--- src/rtl/ulfsl_pkg.sv ---
// Package: item types, register indexes and sizing constants for the function start locator.
package ulfsl_pkg;

   localparam int QUEUE_DEPTH = 4;
   localparam int QUEUE_PTR_W = $clog2(QUEUE_DEPTH);
   localparam int QUEUE_CNT_W = $clog2(QUEUE_DEPTH + 1);

   localparam int RSP_DEPTH = 2;
   localparam int RSP_PTR_W = $clog2(RSP_DEPTH);
   localparam int RSP_CNT_W = $clog2(RSP_DEPTH + 1);

   localparam int ADDR_W  = 64;
   localparam int SHIFT_W = 7;
   localparam int GROUP_W = 7;

   localparam logic [SHIFT_W-1:0] GROUP_BITS = 7'd7;
   localparam logic [SHIFT_W-1:0] SHIFT_SAT  = 7'd70;
   localparam logic [7:0]         PAYLOAD_MASK = 8'h7F;
   localparam logic [7:0]         MORE_BIT     = 8'h80;

   localparam int CSR_INDEX_W = 2;
   localparam logic [CSR_INDEX_W-1:0] CSR_TARGET_ADDRESS = 2'd0;
   localparam logic [CSR_INDEX_W-1:0] CSR_TEXT_START     = 2'd1;
   localparam logic [CSR_INDEX_W-1:0] CSR_TEXT_END       = 2'd2;

   typedef struct packed {
      logic [7:0] data_byte;
      logic       region_end;
   } req_type;

   typedef struct packed {
      logic [ADDR_W-1:0] function_start;
      logic [ADDR_W-1:0] offset_in_function;
      logic              target_in_text;
      logic              truncated_entry;
   } rsp_type;

   // classified byte between front and back
   typedef struct packed {
      logic [GROUP_W-1:0] payload;
      logic               more;
      logic               zero;
      logic               last;
   } cls_type;

   // end-of-region summary from back to response stage
   typedef struct packed {
      logic [ADDR_W-1:0] best_start;
      logic              partial;
   } res_type;

   typedef struct packed {
      logic [ADDR_W-1:0] target_address;
      logic [ADDR_W-1:0] text_start;
      logic [ADDR_W-1:0] text_end;
   } cfg_type;

endpackage

--- src/rtl/ulfsl_front.sv ---
// Front stage: accepts input bytes and classifies them into queue items.
module ulfsl_front (
   input  logic              clock,
   input  logic              reset,
   input  logic              req_push,
   input  ulfsl_pkg::req_type req_data,
   output logic              req_full,
   output logic              q_push,
   output ulfsl_pkg::cls_type q_data,
   input  logic              q_full
);
   import ulfsl_pkg::*;

   logic    valid_ff, valid_in;
   cls_type cls_ff, cls_in;
   logic    load;
   logic [7:0] masked;

   assign req_full = valid_ff & q_full;
   assign load     = req_push & ~req_full;
   assign masked   = req_data.data_byte & PAYLOAD_MASK;

   always_comb begin
      cls_in.payload = masked[GROUP_W-1:0];
      cls_in.more    = (req_data.data_byte & MORE_BIT) != 8'h00;
      cls_in.zero    = req_data.data_byte == 8'h00;
      cls_in.last    = req_data.region_end;
      if (load) begin
         valid_in = 1'b1;
      end else if (valid_ff && !q_full) begin
         valid_in = 1'b0;
      end else begin
         valid_in = valid_ff;
      end
   end

   always_ff @(posedge clock) begin
      if (reset) begin
         valid_ff <= 1'b0;
      end else begin
         valid_ff <= valid_in;
      end
      if (load) begin
         cls_ff <= cls_in;
      end
   end

   assign q_push = valid_ff;
   assign q_data = cls_ff;

endmodule

--- src/rtl/ulfsl_queue.sv ---
// Short queue of classified bytes between front and back.
module ulfsl_queue (
   input  logic              clock,
   input  logic              reset,
   input  logic              push,
   input  ulfsl_pkg::cls_type push_data,
   output logic              full,
   input  logic              pop,
   output ulfsl_pkg::cls_type pop_data,
   output logic              empty
);
   import ulfsl_pkg::*;

   cls_type                mem_ff [QUEUE_DEPTH];
   logic [QUEUE_PTR_W-1:0] wr_ptr_ff, rd_ptr_ff;
   logic [QUEUE_CNT_W-1:0] count_ff, count_in;
   logic                   do_push, do_pop;

   assign full     = count_ff == QUEUE_CNT_W'(QUEUE_DEPTH);
   assign empty    = count_ff == '0;
   assign do_push  = push & ~full;
   assign do_pop   = pop & ~empty;
   assign pop_data = mem_ff[rd_ptr_ff];

   always_comb begin
      count_in = count_ff;
      if (do_push && !do_pop) begin
         count_in = count_ff + 1'b1;
      end else if (do_pop && !do_push) begin
         count_in = count_ff - 1'b1;
      end
   end

   always_ff @(posedge clock) begin
      if (reset) begin
         wr_ptr_ff <= '0;
         rd_ptr_ff <= '0;
         count_ff  <= '0;
      end else begin
         count_ff <= count_in;
         if (do_push) begin
            wr_ptr_ff <= wr_ptr_ff + 1'b1;
         end
         if (do_pop) begin
            rd_ptr_ff <= rd_ptr_ff + 1'b1;
         end
      end
      if (do_push) begin
         mem_ff[wr_ptr_ff] <= push_data;
      end
   end

endmodule

--- src/rtl/ulfsl_back.sv ---
// Back stage: LEB128 delta decode, running address and function start search.
module ulfsl_back (
   input  logic              clock,
   input  logic              reset,
   input  ulfsl_pkg::cfg_type cfg,
   input  logic              q_empty,
   input  ulfsl_pkg::cls_type q_data,
   output logic              q_pop,
   input  logic              res_ready,
   output logic              res_valid,
   output ulfsl_pkg::res_type res_data
);
   import ulfsl_pkg::*;

   typedef enum logic [1:0] {
      PH_STREAM,
      PH_ENTRY,
      PH_MID,
      PH_STOP
   } phase_type;

   phase_type           phase_ff, phase_in;
   logic [ADDR_W-1:0]   running_ff, running_in;
   logic [ADDR_W-1:0]   acc_ff, acc_in;
   logic [SHIFT_W-1:0]  shift_ff, shift_in;
   logic [ADDR_W-1:0]   best_ff, best_in;
   logic                partial_ff, partial_in;

   logic                take;
   logic [ADDR_W-1:0]   base;
   logic [ADDR_W-1:0]   acc_new;
   logic [ADDR_W-1:0]   sum;
   logic [SHIFT_W:0]    shift_sum;

   assign take  = ~q_empty & res_ready;
   assign q_pop = take;

   always_comb begin
      base      = (phase_ff == PH_STREAM) ? cfg.text_start : running_ff;
      acc_new   = acc_ff;
      if (!shift_ff[SHIFT_W-1]) begin
         acc_new = acc_ff | ({{(ADDR_W-GROUP_W){1'b0}}, q_data.payload} << shift_ff[5:0]);
      end
      sum       = base + acc_new;
      shift_sum = {1'b0, shift_ff} + {1'b0, GROUP_BITS};

      phase_in   = phase_ff;
      running_in = running_ff;
      acc_in     = acc_ff;
      shift_in   = shift_ff;
      best_in    = best_ff;
      partial_in = partial_ff;

      unique case (phase_ff) inside
         PH_STOP: begin
         end
         PH_STREAM, PH_ENTRY, PH_MID: begin
            running_in = base;
            if (phase_ff != PH_MID && q_data.zero) begin
               phase_in = PH_STOP;
            end else begin
               shift_in = (shift_sum > {1'b0, SHIFT_SAT}) ? SHIFT_SAT : shift_sum[SHIFT_W-1:0];
               if (q_data.more) begin
                  acc_in     = acc_new;
                  phase_in   = PH_MID;
                  partial_in = 1'b1;
               end else begin
                  running_in = sum;
                  acc_in     = '0;
                  shift_in   = '0;
                  partial_in = 1'b0;
                  if (sum >= cfg.target_address) begin
                     phase_in = PH_STOP;
                  end else begin
                     best_in  = sum;
                     phase_in = PH_ENTRY;
                  end
               end
            end
         end
         default: begin
         end
      endcase
   end

   assign res_valid           = take & q_data.last;
   assign res_data.best_start = best_in;
   assign res_data.partial    = partial_in;

   always_ff @(posedge clock) begin
      if (reset) begin
         phase_ff   <= PH_STREAM;
         running_ff <= '0;
         acc_ff     <= '0;
         shift_ff   <= '0;
         best_ff    <= '0;
         partial_ff <= 1'b0;
      end else if (take) begin
         if (q_data.last) begin
            phase_ff   <= PH_STREAM;
            running_ff <= '0;
            acc_ff     <= '0;
            shift_ff   <= '0;
            best_ff    <= '0;
            partial_ff <= 1'b0;
         end else begin
            phase_ff   <= phase_in;
            running_ff <= running_in;
            acc_ff     <= acc_in;
            shift_ff   <= shift_in;
            best_ff    <= best_in;
            partial_ff <= partial_in;
         end
      end
   end

   a_shift_bound: assert property (@(posedge clock) disable iff (reset)
      shift_ff <= SHIFT_SAT)
      else $error("shift amount above saturation");

   a_stream_clean: assert property (@(posedge clock) disable iff (reset)
      phase_ff == PH_STREAM |-> acc_ff == '0 && shift_ff == '0 && !partial_ff)
      else $error("stream start with leftover entry state");

   a_entry_whole: assert property (@(posedge clock) disable iff (reset)
      phase_ff == PH_ENTRY |-> !partial_ff && acc_ff == '0)
      else $error("entry boundary with partial entry");

   a_last_restarts: assert property (@(posedge clock) disable iff (reset)
      take && q_data.last |=> phase_ff == PH_STREAM)
      else $error("stream not restarted after region end");

endmodule

--- src/rtl/ulfsl_resp.sv ---
// Response stage: forms result fields and buffers them for the consumer.
module ulfsl_resp (
   input  logic              clock,
   input  logic              reset,
   input  ulfsl_pkg::cfg_type cfg,
   input  logic              res_valid,
   input  ulfsl_pkg::res_type res_data,
   output logic              res_ready,
   output logic              rsp_empty,
   input  logic              rsp_pop,
   output ulfsl_pkg::rsp_type rsp_data
);
   import ulfsl_pkg::*;

   logic                 stage_valid_ff, stage_valid_in;
   res_type              stage_ff;
   rsp_type              mem_ff [RSP_DEPTH];
   logic [RSP_PTR_W-1:0] wr_ptr_ff, rd_ptr_ff;
   logic [RSP_CNT_W-1:0] count_ff, count_in;
   logic                 fifo_full, move, do_pop;
   logic                 in_text;
   rsp_type              formed;

   assign fifo_full = count_ff == RSP_CNT_W'(RSP_DEPTH);
   assign rsp_empty = count_ff == '0;
   assign move      = stage_valid_ff & ~fifo_full;
   assign do_pop    = rsp_pop & ~rsp_empty;
   assign res_ready = ~stage_valid_ff | ~fifo_full;
   assign rsp_data  = mem_ff[rd_ptr_ff];

   always_comb begin
      in_text = (cfg.target_address >= cfg.text_start) &&
                (cfg.target_address <= cfg.text_end);
      formed.function_start     = in_text ? stage_ff.best_start : '0;
      formed.offset_in_function = in_text ? (cfg.target_address - stage_ff.best_start) : '0;
      formed.target_in_text     = in_text;
      formed.truncated_entry    = stage_ff.partial;

      stage_valid_in = stage_valid_ff;
      if (res_valid) begin
         stage_valid_in = 1'b1;
      end else if (move) begin
         stage_valid_in = 1'b0;
      end

      count_in = count_ff;
      if (move && !do_pop) begin
         count_in = count_ff + 1'b1;
      end else if (do_pop && !move) begin
         count_in = count_ff - 1'b1;
      end
   end

   always_ff @(posedge clock) begin
      if (reset) begin
         stage_valid_ff <= 1'b0;
         wr_ptr_ff      <= '0;
         rd_ptr_ff      <= '0;
         count_ff       <= '0;
      end else begin
         stage_valid_ff <= stage_valid_in;
         count_ff       <= count_in;
         if (move) begin
            wr_ptr_ff <= wr_ptr_ff + 1'b1;
         end
         if (do_pop) begin
            rd_ptr_ff <= rd_ptr_ff + 1'b1;
         end
      end
      if (res_valid) begin
         stage_ff <= res_data;
      end
      if (move) begin
         mem_ff[wr_ptr_ff] <= formed;
      end
   end

endmodule

--- src/rtl/uleb128_function_start_locator_core.sv ---
// Top level: LEB128 function start locator with configuration registers.
// Throughput: one byte per cycle through front, queue and back while res_ready holds.
// A result passes the front register, the queue, the response stage and its buffer.
// The back stage (shift, OR, 64-bit add and compare) sets the one-byte-per-cycle loop.
// Synchronous active-high reset empties all queues and zeroes config and decode state.
module uleb128_function_start_locator_core (
   input  logic                            clock,
   input  logic                            reset,
   input  logic                            req_push,
   input  ulfsl_pkg::req_type              req_data,
   output logic                            req_full,
   output logic                            rsp_empty,
   input  logic                            rsp_pop,
   output ulfsl_pkg::rsp_type              rsp_data,
   input  logic                            csr_valid,
   output logic                            csr_ready,
   input  logic [ulfsl_pkg::CSR_INDEX_W-1:0] csr_index,
   input  logic [ulfsl_pkg::ADDR_W-1:0]    csr_data
);
   import ulfsl_pkg::*;

   cfg_type cfg_ff;
   logic    csr_write;

   logic    fq_push, fq_full, bq_pop, bq_empty;
   cls_type fq_data, bq_data;
   logic    res_valid, res_ready;
   res_type res_data;

   assign csr_ready = 1'b1;
   assign csr_write = csr_valid & csr_ready;

   always_ff @(posedge clock) begin
      if (reset) begin
         cfg_ff <= '0;
      end else if (csr_write) begin
         unique case (csr_index)
            CSR_TARGET_ADDRESS: cfg_ff.target_address <= csr_data;
            CSR_TEXT_START:     cfg_ff.text_start     <= csr_data;
            CSR_TEXT_END:       cfg_ff.text_end       <= csr_data;
            default: begin
            end
         endcase
      end
   end

   ulfsl_front u_front (
      .clock    (clock),
      .reset    (reset),
      .req_push (req_push),
      .req_data (req_data),
      .req_full (req_full),
      .q_push   (fq_push),
      .q_data   (fq_data),
      .q_full   (fq_full)
   );

   ulfsl_queue u_queue (
      .clock     (clock),
      .reset     (reset),
      .push      (fq_push),
      .push_data (fq_data),
      .full      (fq_full),
      .pop       (bq_pop),
      .pop_data  (bq_data),
      .empty     (bq_empty)
   );

   ulfsl_back u_back (
      .clock     (clock),
      .reset     (reset),
      .cfg       (cfg_ff),
      .q_empty   (bq_empty),
      .q_data    (bq_data),
      .q_pop     (bq_pop),
      .res_ready (res_ready),
      .res_valid (res_valid),
      .res_data  (res_data)
   );

   ulfsl_resp u_resp (
      .clock     (clock),
      .reset     (reset),
      .cfg       (cfg_ff),
      .res_valid (res_valid),
      .res_data  (res_data),
      .res_ready (res_ready),
      .rsp_empty (rsp_empty),
      .rsp_pop   (rsp_pop),
      .rsp_data  (rsp_data)
   );

endmodule

--- config.mk ---
export PLATFORM = sky130hd
export DESIGN_NAME = uleb128_function_start_locator_core
export DESIGN_NICKNAME = d
export VERILOG_FILES = /design/src/rtl/ulfsl_pkg.sv /design/src/rtl/ulfsl_front.sv /design/src/rtl/ulfsl_queue.sv /design/src/rtl/ulfsl_back.sv /design/src/rtl/ulfsl_resp.sv /design/src/rtl/uleb128_function_start_locator_core.sv
export SDC_FILE = /design/constraint.sdc
export NUM_CORES = 2
export LEC_CHECK = 0
export ABC_CLOCK_PERIOD_IN_PS = 9400
export BUFFER_PORTS_ARGS = -buffer_cell sky130_fd_sc_hd__buf_2
export CORE_MARGIN = 2
export CORE_UTILIZATION = 52
export CTS_BUF_LIST = sky130_fd_sc_hd__clkbuf_4 sky130_fd_sc_hd__clkbuf_8 sky130_fd_sc_hd__clkbuf_16
export CTS_CLUSTER_SIZE = 28
export DETAILED_ROUTE_END_ITERATION = 16
export PLACE_DENSITY = 0.78
export RECOVER_POWER = 25
export SYNTH_ARGS = -nofsm -noshare
export SYNTH_HDL_FRONTEND = slang
export SYNTH_SLANG_ARGS = --single-unit
--- constraint.sdc ---
create_clock -name clock -period 9.4 [get_ports clock]
set_clock_uncertainty 0.05 [all_clocks]
set_input_delay 0.94 -clock clock [delete_from_list [all_inputs] [get_ports clock]]
set_output_delay 0.94 -clock clock [all_outputs]
set_load 0.01 [all_outputs]
* Word level (Yosys, flattened, before mapping)
Memory sizes are Yosys's and may differ from the RTL's. A register that Yosys moved wholly into a read port is not among the register bits.
Cells that the tools add are included.
** Word-level totals
- Input bits :: 80
- Latch bits :: 0
- Memories kept :: 2
- Memory bits (writable) :: 300
- Logic and storage cells :: 140
- Output and inout port bits :: 133
- Memory bits (read-only) :: 0
- Register bits :: 482
** Memory list
- u_resp.mem_ff :: depth 2, width 130, rd ports 1, clocked after memory_dff 1, write ports 1, line ulfsl_resp.sv:17 : rsp_type mem_ff [RSP_DEPTH];
- u_queue.mem_ff :: depth 4, width 10, rd ports 1, clocked after memory_dff 1, write ports 1, line ulfsl_queue.sv:14 : cls_type mem_ff [QUEUE_DEPTH];
** Cells by class
- Muxes and demuxes :: 47
- Reduce and logical (&&, ||, !) cells :: 28
- Eq/ne operators :: 8
- Div/mod/pow operators :: 0
- Multiply operators :: 0
- Shift-type cells :: 1
- $add $sub $neg :: 11
- $lt $le $gt $ge :: 4
- Bitwise logic cells :: 16
** Operators with widths (number)
- $mux 64 :: 17
- $ge 64x64->1 :: 2
- $add 64x64->64 :: 1
- $le 64x64->1 :: 1
- $or 64x64->64 :: 1
- $shl 7x6->64 :: 1
- $sub 64x64->64 :: 1
- $mux 7 :: 5
- $mux 2 :: 9
- $mux 1 :: 14
- $reduce_bool 2->1 :: 5
- $add 7x3->8 const B :: 1
- $and 1x1->1 :: 8
- $gt 8x7->1 const B :: 1
- $logic_not 8->1 :: 1
- $reduce_and 2->1 :: 4
- $logic_and 1x1->1 :: 7
- $add 2x1->2 const B :: 3
- $eq 2x2->1 const B :: 3
- $logic_not 2->1 :: 3
- $mux 3 :: 2
- $not 1->1 :: 6
- $logic_not 1->1 :: 5
- $eq 2x1->1 const B :: 2
- 11 further kinds :: 12

* Depth between registers and ports, before layout
- Word-level depth :: 10
- Depth in mapped cells :: 33
- Gate-level depth less buffers :: 29

* By module
Synthesis repeated with hierarchy kept, for this count alone.
** Second synthesis, totals
- Cell total of the unflattened synthesis :: 4527
- Area, all modules :: 45067.0 um2
** By module, submodules not included
- ulfsl_resp :: times used 1, area an instance 19463.7 um2, seq. area each 9879.5 um2, cells each 1746
- ulfsl_back :: times used 1, area an instance 15673.8 um2, seq. area each 4043.9 um2, cells each 1967
- uleb128_function_start_locator_core :: times used 1, area an instance 7659.8 um2, seq. area each 3843.7 um2, cells each 696
- ulfsl_queue :: times used 1, area an instance 1909.3 um2, seq. area each 1381.3 um2, cells each 100
- ulfsl_front :: times used 1, area an instance 360.3 um2, seq. area each 320.3 um2, cells each 18

* Worst setup path before layout
Ideal clock, no wire load.
- Kind :: reg-to-reg
- Start :: register with a tool-made name
- End :: register u_resp.stage_ff[27] (netlist bit) (data pin)
- Path buffers :: 4
- Library setup time :: 260 ps
- Data required time :: 9090 ps
- Arrival :: 6929 ps
- Cell stages (with the launch flop) :: 30
- Setup slack :: 2161 ps
- Period minus slack after synthesis :: 7239 ps
- Cell sequence :: dfxtp_1 -> buf_6 -> mux4_1 -> mux4_1 -> nand2_1 -> o21ai_0 -> a22oi_1 -> nor3_1 -> nor2_1 -> inv_1 -> ha_1 -> clkbuf_1 -> nand4_1 -> a2111o_1 -> a31o_2 -> nand3_1 -> a31oi_1 -> o211ai_1 -> a21oi_1 -> xnor2_1 -> ha_1 -> nand4_1 -> or2_2 -> nor3_1 -> nand4_1 -> a211oi_1 -> nor2_1 -> buf_1 -> buf_2 -> mux2_2
** RTL lines
- end signal, assigned :: line ulfsl_resp.sv:71 : stage_ff <= res_data;
- end, declared :: line ulfsl_resp.sv:16 : res_type stage_ff;

==> summary.md <==
| Metric | Value |
|---|---|
| Post-CTS setup buffer count | 0 |
| Main synth FF type | dfxtp_1 |
| Pre-antenna DRT Iters | 6 |
| Worst IR Drop VDD | 0.1936 mV |
| Flop-to-flop setup slack | 0.68 ns |
| FF-to-FF End | u_resp.stage_ff[16] |
| FFs w/ async S/R, synth | 0% |
| Routed vias | 35,310 |
| CTS Buf Count | 84 |
| CTS tree | built |
| Number of global-route vias before repair | 33,250 |
| Largest net degree at the start of global routing | 193 |
| Clock buffer depth | 3 |
| Fin. Hold Viols | 0 |
| Io pins | 213 |
| Setup WS post-layout | 0.6768 ns |
| Die area | 86,420 um^2 |
| # nets final | 5,073 |
| Worst Tran Pin Value | 7.167 ns |
| Reg2Reg Depth | 27 |
| GRT overflow | 0 |
| Yosys cell types | 93 |
| Fraction of layout cells with a size suffix above 1 | 14.99% |
| Max cap viols | 5 |
| Iter 0 DRT Violations | 3,529 |
| Register area share after synthesis | 44.53% |
| Synthesized netlist cell count | 4,554 |
| Setup violations, final | 0 |
| Post-layout min period | 8.723 ns |
| Critical Path Start Type | register |
| Die X | 294.0 um |
| Top cell type by total area after synthesis | edfxtp_1 |
| Fillers | 6,982 |
| Leak pwr | 20.97 nW |
| Hold endpoint | u_back.running_ff[26] |
| Required time of the critical path | 9.76 ns |
| Power Density | 247.3 nW/um^2 |
| Clock root buffer | clkbuf_16 |
| Area contributors post-synth | edfxtp_1 (26%), dfxtp_1 (19%), ha_1 (9.3%), mux2_2 (6.7%), nand2_1 (5.1%) |
| Mapped Nets | 4,963 |
| Max-slew violations | 435 |
| Crit path DAT | 9.08 ns |
| Clock sinks | 785 |
| Mean Syn Cell Area | 9.601 um^2 |
| Slew margin rel. | -377.8% |
| Synthesized area | 43,720 um^2 |
| Routability cong. | 0.9357 |
| Chip height | 294.0 um |
| Kind of critical path | reg -> reg |
| Row count | 106 |
| Pre-CTS setup slack | 0.9133 ns |
| Port Buffer Count | 211 |
| Vias per Instance | 6.056 |
| Worst min path class | reg -> reg |
| Placeable Area | 83,420 um^2 |
| Hold Buf Count CTS | 0 |
| CTS resizes | 0 |
| Post-synth EDFFs | 375 |
| First-pass GRT wire length | 189,100 um |
| Outcome | finished, violations left |
| CTS H-tree depth | 3 |
| Yosys warnings | 0 |
| Initial cell density of the core | 52.41% |
| Fmax | 114.6 MHz |
| Reg clk slew, reported paths | 0.07 ns |
| DR DRC count | 0 |
| Unrepaired setup endpoints after global routing | false |
| Worst skew pair latency | 0.67 ns |
| Critical path endpoint category | register |
| WHS Path Cells | 2 |
| Crit share post-route | 92.80% |
| Post-Route Setup TNS | 0 ns |
| Commonest non-fill, non-tap cell in the layout | nand2_1 |
| Tot GR Track Use | 27.66% |
| Synth top area share | 25.75% |
| #FFs+latches synth | 785 |
| Highest-count cells in the layout ignoring fill and taps | nand2_1 (591), dfxtp_1 (409), a21oi_1 (407) |
| Initial antenna violation count | 5 |
| Crit path max fanout | 52 |
| Syn-to-layout area delta | 11.29% |
| Antenna-violating nets left | 0 |
| Drt wl/cell | 21.03 um |
| Final WL | 122,600 um |
| Hold_sp | u_back.running_ff[26] |
| Failing checks | capacitance limit, slew limit |
| DP Wirelength | 90,160 um |
==> critical path, stage by stage (launching register included) <==
cell,delay (ns)
dfxtp_1,0.63
mux4_1,0.67
mux4_1,0.59
mux2_2,0.33
nand2_1,0.07
o21ai_0,0.33
a21o_1,0.30
ha_1,0.22
a21oi_1,0.33
o211ai_1,0.16
a31oi_1,0.33
nor2_1,0.12
a2111oi_0,0.49
nor3b_1,0.70
o31a_1,0.31
a21oi_1,0.09
a211oi_1,0.19
buf_4,0.17
ha_1,0.24
a21o_1,0.18
a21o_1,0.18
a21oi_1,0.15
o211ai_1,0.12
a31oi_1,0.27
nand3_1,0.29
nor2_4,0.20
buf_12,0.29
mux2_2,0.38
==> through the flow <==
stage	utilization [%]	power, W	instance area (um^2)	std cells	hold slack (ns)
4_1_cts	58.35	0.01200	48680	5816	0.3686
6_report	58.33	0.01203	48660	5830	0.4010
3_3_place_gp	54.82	0.008484	45730	5658	0.3801
2_1_floorplan	-	0.007181	43720	4554	0.3712
5_1_grt	58.30	0.01257	48640	5820	0.3863
3_5_place_dp	54.82	0.008554	45730	5658	0.3904
==> cells in the mapped netlist, types with 28 or more instances <==
library cell and count:
o211ai_1 29, nand3_1 45, dfxtp_1 410, xnor2_1 64, a22oi_1 58, clkbuf_1 209
nor2_1 313, nor3_1 52, mux2i_1 30, a22o_1 28, o21ai_0 130, ha_1 326
mux2_2 259, a21o_1 240, and3_1 92, nand2_1 591, xor2_1 47, edfxtp_1 375
nand2b_1 29, nand4_1 63, a21oi_1 407, inv_1 315
==> logic make-up (layout without fill, tap and decap cells) <==
family	count (synthesis)	count (layout)	share of synthesized area, %
xor gates and xnor gates	112	112	2.261
AOI/OAI and AO/OA	1154	1154	17.20
muxes	301	301	8.061
buffers and inverters	552	734	4.790
and+or+nand+nor	1320	1320	13.69
other	1	15	0.008576
adders and majority gates	329	329	9.466
DFF	785	785	44.53
==> layout make-up <==
| type | instances | area (um^2) | share of cell area, % |
|---|---|---|---|
| Antenna cell | 14 | 35.03 | 0.07200 |
| Clock buffer | 115 | 2455 | 5.045 |
| Clock inverter | 43 | 494.2 | 1.016 |
| Inverter | 318 | 1194 | 2.453 |
| Multi-Input combinational cell | 3217 | 22240 | 45.71 |
| Sequential cell | 785 | 19470 | 40.02 |
| Tap cell | 1080 | 1351 | 2.777 |
| Timing Repair Buffer | 258 | 1416 | 2.911 |
==> sequential cells by signal, indices dropped and copies added (netlist names), 2 cells and up, named ones only <==
signal / count
u_queue.mem_ff: 40
u_front.q_data: 10
u_resp.stage_ff: 64
u_back.acc_ff: 64
cfg_ff: 192
u_resp.mem_ff: 260
u_back.best_ff: 64
u_back.shift_ff: 7
u_queue.rd_ptr_ff: 2
u_back.running_ff: 64
u_queue.count_ff: 3
u_resp.count_ff: 2
u_queue.wr_ptr_ff: 2
u_back.phase_ff: 2
==> power breakdown <==
part	total [W]	switching, W	internal [W]
combinational	0.00419	0.00269	0.00149
clock	0.00345	0.00146	0.00198
sequential	0.00440	0.000235	0.00417
==> layer usage <==
metal	share of wire (%)	global-route usage, %	up-vias
met5	0	0	-
met2	45	43.01	1418
met1	45	40.26	17090
met4	2.9	8.736	0
li1	-	-	16590
met3	7.9	3.165	211
==> worst max path at each step <==
stage / endpoint / slack (ns) / cells after the start
3_5_place_dp: u_resp.stage_ff[10] / 0.91 / 27
2_1_floorplan: u_resp.stage_ff[27] / 2.16 / 29
4_1_cts: u_resp.stage_ff[17] / 0.83 / 27
6_report: u_resp.stage_ff[16] / 0.68 / 27
3_3_place_gp: u_resp.stage_ff[4] / 1.06 / 27
5_1_grt: u_resp.stage_ff[17] / 0.11 / 29
(Power assumes the default switching activity.)
